`src/design/srb_pkg.sv`:
```
// ----------------------------------------------------------------------------
// Sequence reorder buffer package
// Shared packet kind codes, result status codes and slot store sizes.
// ----------------------------------------------------------------------------
package srb_pkg;

  // The slot store is indexed by the low bits of the sequence number.
  localparam int unsigned SlotBits   = 6;
  localparam int unsigned SlotCount  = 1 << SlotBits;

  // One input beat causes at most this many result beats.
  localparam int unsigned MaxResults = 32;
  localparam int unsigned CountBits  = $clog2(MaxResults + 1);

  typedef logic [1:0] kind_t;

  localparam kind_t KindSend   = 2'd0;
  localparam kind_t KindCancel = 2'd1;

  typedef enum logic [2:0] {
    StDelivered = 3'd0,
    StPassed    = 3'd1,
    StCancel    = 3'd2,
    StOutside   = 3'd3,
    StDuplicate = 3'd4
  } status_e;

endpackage

```
`src/design/sequence_reorder_buffer_core.sv`:
```
// ----------------------------------------------------------------------------
// Sequence reorder buffer core
// Delivers sequenced packets in order, parking early ones in a slot store.
// ----------------------------------------------------------------------------
// Usage:
//   The input channel (in_valid_i / in_ready_o) takes one packet per beat:
//   kind, sequence number and tag. The output channel (out_valid_o /
//   out_ready_i) returns result beats; last_o marks the final result beat of
//   an input beat. An input beat that is parked in the slot store gives no
//   result beat of its own.
//   The first result of an input beat is registered and shows in the cycle
//   after acceptance. While no drain is pending, a new input beat is taken
//   every cycle that the receiver takes the previous result.
//   When in-order packets are waiting in the store, they are drained one per
//   cycle while the receiver takes each result, limited by the single read
//   port of the tag memory; input stays blocked until the drain ends.
//   A drain stops after 32 result beats for one input beat; the rest drains
//   after the results of the next input beat.
//   Reset clears the expected number and all slot valid flags at once, so
//   input can be taken once reset is released. When the receiver stalls,
//   the result register holds its beat and input is held off.
// ----------------------------------------------------------------------------
module sequence_reorder_buffer_core #(
  parameter int unsigned WINDOW   = 32,
  parameter int unsigned SEQ_BITS = 16,
  parameter int unsigned TAG_BITS = 32
) (
  input  logic        clk_i,
  input  logic        rst_ni,
  input  logic        in_valid_i,
  output logic        in_ready_o,
  input  logic [1:0]  pkt_kind_i,
  input  logic [15:0] seq_num_i,
  input  logic [31:0] packet_tag_i,
  output logic        out_valid_o,
  input  logic        out_ready_i,
  output logic [2:0]  status_o,
  output logic [31:0] out_tag_o,
  output logic [15:0] out_seq_o,
  output logic        last_o
);

  localparam int unsigned SlotBits  = srb_pkg::SlotBits;
  localparam int unsigned SlotCount = srb_pkg::SlotCount;
  localparam int unsigned CountBits = srb_pkg::CountBits;

  typedef enum logic {
    StateIdle,
    StateDrain
  } state_e;

  state_e                 state_q;
  logic [SEQ_BITS-1:0]    expected_q;
  logic [SlotCount-1:0]   valid_q;
  logic [CountBits-1:0]   count_q;
  logic                   out_valid_q;
  srb_pkg::status_e       status_q;
  logic [31:0]            out_tag_q;
  logic [15:0]            out_seq_q;
  logic                   last_q;

  logic [TAG_BITS-1:0]    tag_mem [SlotCount];
  logic [TAG_BITS-1:0]    rd_data_q;

  logic [SEQ_BITS-1:0]    seq_in;
  logic [TAG_BITS-1:0]    tag_in;
  logic [SEQ_BITS-1:0]    seq_dist;
  logic                   in_order;
  logic                   in_window;
  logic [SlotBits-1:0]    wr_idx;
  logic                   out_free;
  logic                   accept;
  logic                   have_first;
  logic                   do_store;
  srb_pkg::status_e       first_status;
  logic [SEQ_BITS-1:0]    exp_next_acc;
  logic [SlotBits-1:0]    acc_idx;
  logic                   acc_drain;
  logic [SlotBits-1:0]    drain_idx;
  logic [SEQ_BITS-1:0]    exp_inc;
  logic [SlotBits-1:0]    inc_idx;
  logic                   drain_emit;
  logic [CountBits-1:0]   count_inc;
  logic                   drain_more;
  logic [SlotBits-1:0]    rd_idx;
  logic                   out_load;

  assign seq_in    = SEQ_BITS'(seq_num_i);
  assign tag_in    = TAG_BITS'(packet_tag_i);
  assign seq_dist  = seq_in - expected_q;
  assign in_order  = (pkt_kind_i == srb_pkg::KindSend) && (seq_dist == '0);
  assign in_window = seq_dist < SEQ_BITS'(WINDOW);
  assign wr_idx    = seq_in[SlotBits-1:0];

  assign out_free   = !out_valid_q || out_ready_i;
  assign in_ready_o = (state_q == StateIdle) && out_free;
  assign accept     = in_valid_i && in_ready_o;

  always_comb begin
    have_first   = 1'b1;
    do_store     = 1'b0;
    first_status = srb_pkg::StPassed;
    case (pkt_kind_i)
      srb_pkg::KindSend: begin
        if (seq_dist == '0) begin
          first_status = srb_pkg::StDelivered;
        end else if (in_window) begin
          if (valid_q[wr_idx]) begin
            first_status = srb_pkg::StDuplicate;
          end else begin
            have_first = 1'b0;
            do_store   = 1'b1;
          end
        end else begin
          first_status = srb_pkg::StOutside;
        end
      end
      srb_pkg::KindCancel: first_status = srb_pkg::StCancel;
      default:             first_status = srb_pkg::StPassed;
    endcase
  end

  // A stored slot never aliases the expected slot, so the drain check can
  // use the flags as they stand before this beat's store.
  assign exp_next_acc = expected_q + SEQ_BITS'(in_order);
  assign acc_idx      = exp_next_acc[SlotBits-1:0];
  assign acc_drain    = valid_q[acc_idx];

  assign drain_idx  = expected_q[SlotBits-1:0];
  assign exp_inc    = expected_q + SEQ_BITS'(1);
  assign inc_idx    = exp_inc[SlotBits-1:0];
  assign drain_emit = (state_q == StateDrain) && out_free;
  assign count_inc  = count_q + CountBits'(1);
  assign drain_more = valid_q[inc_idx] && (count_inc != CountBits'(srb_pkg::MaxResults));

  assign out_load = (accept && have_first) || drain_emit;

  // On acceptance and in a drain, the read address is the slot of the next
  // expected number, so read data is ready for one drain beat per cycle.
  always_comb begin
    if (state_q == StateIdle) begin
      rd_idx = acc_idx;
    end else if (drain_emit) begin
      rd_idx = inc_idx;
    end else begin
      rd_idx = drain_idx;
    end
  end

  always_ff @(posedge clk_i) begin
    if (accept && do_store) begin
      tag_mem[wr_idx] <= tag_in;
    end
    rd_data_q <= tag_mem[rd_idx];
  end

  always_ff @(posedge clk_i or negedge rst_ni) begin
    if (!rst_ni) begin
      state_q     <= StateIdle;
      expected_q  <= '0;
      valid_q     <= '0;
      count_q     <= '0;
      out_valid_q <= 1'b0;
      status_q    <= srb_pkg::StDelivered;
      out_tag_q   <= '0;
      out_seq_q   <= '0;
      last_q      <= 1'b0;
    end else begin
      if (out_ready_i && !out_load) begin
        out_valid_q <= 1'b0;
      end
      case (state_q)
        StateIdle: begin
          if (accept) begin
            if (do_store) begin
              valid_q[wr_idx] <= 1'b1;
            end
            expected_q <= exp_next_acc;
            if (have_first) begin
              out_valid_q <= 1'b1;
              status_q    <= first_status;
              out_tag_q   <= 32'(tag_in);
              out_seq_q   <= 16'(seq_in);
              last_q      <= !acc_drain;
              count_q     <= CountBits'(1);
            end else begin
              count_q <= '0;
            end
            if (acc_drain) begin
              state_q <= StateDrain;
            end
          end
        end
        StateDrain: begin
          if (drain_emit) begin
            out_valid_q        <= 1'b1;
            status_q           <= srb_pkg::StDelivered;
            out_tag_q          <= 32'(rd_data_q);
            out_seq_q          <= 16'(expected_q);
            last_q             <= !drain_more;
            valid_q[drain_idx] <= 1'b0;
            expected_q         <= exp_inc;
            count_q            <= count_inc;
            if (!drain_more) begin
              state_q <= StateIdle;
            end
          end
        end
        default: state_q <= StateIdle;
      endcase
    end
  end

  assign out_valid_o = out_valid_q;
  assign status_o    = status_q;
  assign out_tag_o   = out_tag_q;
  assign out_seq_o   = out_seq_q;
  assign last_o      = last_q;

endmodule

```
`config.mk`:
```
export PLATFORM = sky130hd
export DESIGN_NAME = sequence_reorder_buffer_core
export DESIGN_NICKNAME = d
export VERILOG_FILES = /design/src/design/srb_pkg.sv /design/src/design/sequence_reorder_buffer_core.sv
export SDC_FILE = /design/constraint.sdc
export NUM_CORES = 2
export LEC_CHECK = 0
export ABC_AREA = 1
export BUFFER_PORTS_ARGS = -buffer_cell sky130_fd_sc_hd__buf_2
export CAP_MARGIN = 20
export CORE_UTILIZATION = 58
export DETAILED_ROUTE_END_ITERATION = 8
export PLACE_DENSITY = 0.74
export SETUP_SLACK_MARGIN = 0.02
export SLEW_MARGIN = 5
export SYNTH_ARGS = -nofsm -noshare
export SYNTH_HDL_FRONTEND = slang
export SYNTH_SLANG_ARGS = --single-unit
```
`constraint.sdc`:
```
create_clock -name clk_i -period 8.5 [get_ports clk_i]
set_clock_uncertainty 0.2 [all_clocks]
set_input_delay 1.7 -clock clk_i [delete_from_list [all_inputs] [get_ports clk_i]]
set_output_delay 1.7 -clock clk_i [all_outputs]
set_load 0.05 [all_outputs]
```
==> results.json <==
{
  "cts_buffers": 216,
  "busiest_layer": "met2",
  "met3_usage": 0.1001,
  "arrival_ns": 7.67,
  "critPathSlowestCell": "ha_1",
  "worst_slew_pin_slew_ns": 1.257,
  "crit_fanout": 56,
  "fmax_mhz": 141.6,
  "postCtsSetupBuffers": 0,
  "vias_per_cell": 6.240,
  "synth_top_cell_area_share": 0.6435,
  "yosys.area_share.simple": 0.1392,
  "period_needed_ns": 7.060,
  "area_growth_pct": 11.31,
  "ys_seq_elements": 2220,
  "dr.pass1.iters": 6,
  "p_leak_nw": 39.55,
  "antenna_left": 0,
  "ys_top_cells_by_count": "edfxtp_1 (2048), nand2_1 (1725), inv_1 (1173), nand3_1 (1142), o211ai_1 (1053)",
  "synth.area.top_cells": "edfxtp_1 (64%), o211ai_1 (8.3%), nand2_1 (6.8%)",
  "core_sq_um": 163100,
  "use_met2": 0.5007,
  "p_sw_mw": 18.42,
  "grt_start_max_net_pins": 181,
  "crit_path_frequent_cell": "nand2_1",
  "slew_headroom": 0.1557,
  "r2r_cells": 27,
  "num_vias": 67400,
  "cts_tree": "built",
  "fillers": 11842,
  "cp.required_ns": 9.11,
  "p_int_mw": 22.56,
  "rsz0062_at_grt": "false",
  "synth.avg_cell_area_sq_um": 11.33,
  "dieArea_sq_um": 166400,
  "synth-compound-area-share": 0.09823,
  "cts.repair.resized": 0,
  "synth_fa_ha_area_frac": 0.002487,
  "routed_wl_um": 288300,
  "setup_viol": 0,
  "antenna_found_initial": 12,
  "first_global_vias": 62655,
  "synth_top_family_by_area": "simple AND/OR/NAND/NOR gates",
  "drv_cap": 0,
  "hold_class": "reg2reg",
  "syn_nets": 8511,
  "dp_hpwl_um": 170500,
  "synth_mux_area_frac": 0,
  "cpLargestDelayFamily": "simple AND/OR/NAND/NOR gates",
  "endpoint_kind": "flop",
  "synthXorXnorAreaFrac": 0.001741,
  "rows": 148,
  "portBuffers": 107,
  "clockPowerShare": 0.236,
  "ioPinCount": 108,
  "yosysTopAreaCell": "edfxtp_1",
  "holdBufCountCts": 0,
  "synth_ff_type": "edfxtp_1",
  "cts_buffer_depth": 3,
  "start_util": 0.5858,
  "numClockSinks": 2220,
  "drcViolationCount": 0,
  "synth.most_common_cell": "edfxtp_1",
  "dieWidth_um": 407.9,
  "wl_per_cell_um": 26.69,
  "worst_path_largest_cell_delay_ns": 0.57,
  "synth.distinct_cells": 48,
  "setup-tns-final_ns": 0,
  "final_net_count": 8508,
  "pwr-share-comb": 0.453,
  "netSwitchingFraction": 0.4496,
  "p_seq_frac": 0.311,
  "clock_latency_ns": 0.88,
  "grt_pass1_wl_um": 416900,
  "overflow": 0,
  "post-route-period-util": 0.8306,
  "async_reset_ff_frac": 0.06306,
  "slew_viol_final": 0,
  "crit_buf_inv": 7,
  "clock-root-buffer": "clkbuf_16",
  "power.density_nw_per_um2": 385.2,
  "cts-htree-levels": 4,
  "final_util": 0.6521,
  "path_class": "reg2reg",
  "min_path_cells": 2,
  "clk_pin_slew_ns": 0.07,
  "ir_drop_uv": 450.2,
  "dr.first_iter.drc_count": 10639,
  "ys_seq_area_frac": 0.6869,
  "cp-start-kind": "flop",
  "synth_warnings": 0,
  "die_h_um": 407.9,
  "status": "completed",
  "critical_path_depth": 27,
  "grt_usage": 0.3416,
  "grt_use_met1": 0.4843,
  "layout-drive-gt1-share": 0.08770,
  "synth_edf_count": 2048,
  "synth_cells": 8438,
  "globalplace.congestion": 0.9596,
  "syn_area_sq_um": 95570,
  "hold_viol_final": 0
}
## worst paths after layout
path	startpoint	to	slack (ns)
max	expected_q[5]$_DFFE_PN0P_	rd_data_q[24]$_DFF_P_	1.44
min	valid_q[58]$_DFFE_PN0P_	valid_q[58]$_DFFE_PN0P_	0.29
max reg2reg	expected_q[5]$_DFFE_PN0P_	rd_data_q[24]$_DFF_P_	1.44
min reg2reg	valid_q[58]$_DFFE_PN0P_	valid_q[58]$_DFFE_PN0P_	0.29
max in group asynchronous	rst_ni	out_tag_o[15]$_DFFE_PN0P_	6.08
min in group asynchronous	rst_ni	out_seq_o[14]$_DFFE_PN0P_	0.73
## metrics by stage
| stage | std cells | hold WS [ns] | power, mW | cell area [sq um] | worst slack, ns |
|---|---|---|---|---|---|
| floorplan | 8438 | 0.2489 | 23.96 | 95570 | 2.174 |
| global placement | 10387 | 0.2693 | 30.58 | 99110 | 1.042 |
| detailed placement | 10392 | 0.2775 | 30.78 | 99200 | 0.9309 |
| CTS | 10795 | 0.2937 | 40.38 | 106400 | 1.681 |
| global route | 10795 | 0.3193 | 42.44 | 106400 | 1.070 |
| finish | 10801 | 0.2916 | 40.98 | 106400 | 1.440 |
## cells by family after synthesis
family          after synthesis
flops                      2220
simple gates               3103
xor+xnor                     19
compound gates             1339
buf+inv                    1738
fa+ha+maj                    19
## flip-flops by register name (all words and copies together) (netlist names), 3 cells and up
signal      flops
valid_q        64
out_tag_o      32
count_q         6
out_seq_o      16
status_o        3
expected_q     16
rd_data_q      32
tag_mem      2048
## layout make-up
type                       instances  area (sq um)  share of cell area
sequential                      2220         65650              0.6171
multi-input combinational       4480         23640              0.2222
clock buffer                     264          5655             0.05316
inverter                        1199          4524             0.04253
tap                             2175          2721             0.02558
timing repair buffer             318          2664             0.02504
clock inverter                   139          1513             0.01422
antenna                            6         15.01           0.0001411
## metal layers
layer | up-vias | wire [um]
met4 | 10 | 11470
met1 | 32522 | 109000
li1 | 29711 | -
met5 | - | 59
met2 | 4527 | 125700
met3 | 630 | 42090
## cells in the final DEF (no fill, tap or decap), types with 13 or more instances in the layout
cell type	instances
dfxtp_1	32
clkinv_2	41
inv_2	17
clkinv_1	49
clkbuf_16	216
ha_1	19
o21ai_1	29
o211ai_1	1053
o21ai_0	155
buf_4	168
nor3_1	24
a21oi_1	85
buf_2	107
clkinvlp_4	13
nor2_4	62
buf_12	40
nand3_1	1142
nand2_1	1725
xor2_1	17
inv_1	1171
nor2_1	99
edfxtp_1	2048
bufinv_16	21
clkbuf_1	41
dfrtp_1	138
## power by group through the flow
stage               Sequential, mW  Combinational, mW  Clock, mW
floorplan                     13.1               10.9          0
global placement              12.9               17.7          0
detailed placement            12.9               17.9          0
CTS                           12.7               18.0       9.70
global route                  12.7               19.6       10.1
finish                        12.7               18.6       9.68
## worst register-to-register path: cells and delay by family, from the launching register on
kind,cells,cell delay [ns]
XOR/XNOR,1,0.45
adder cells (fa/ha/maj),2,0.85
buffers and inverters,7,2.13
flip-flops,1,0.54
AND/OR/NAND/NOR,17,2.87
(Power assumes the default switching activity.)
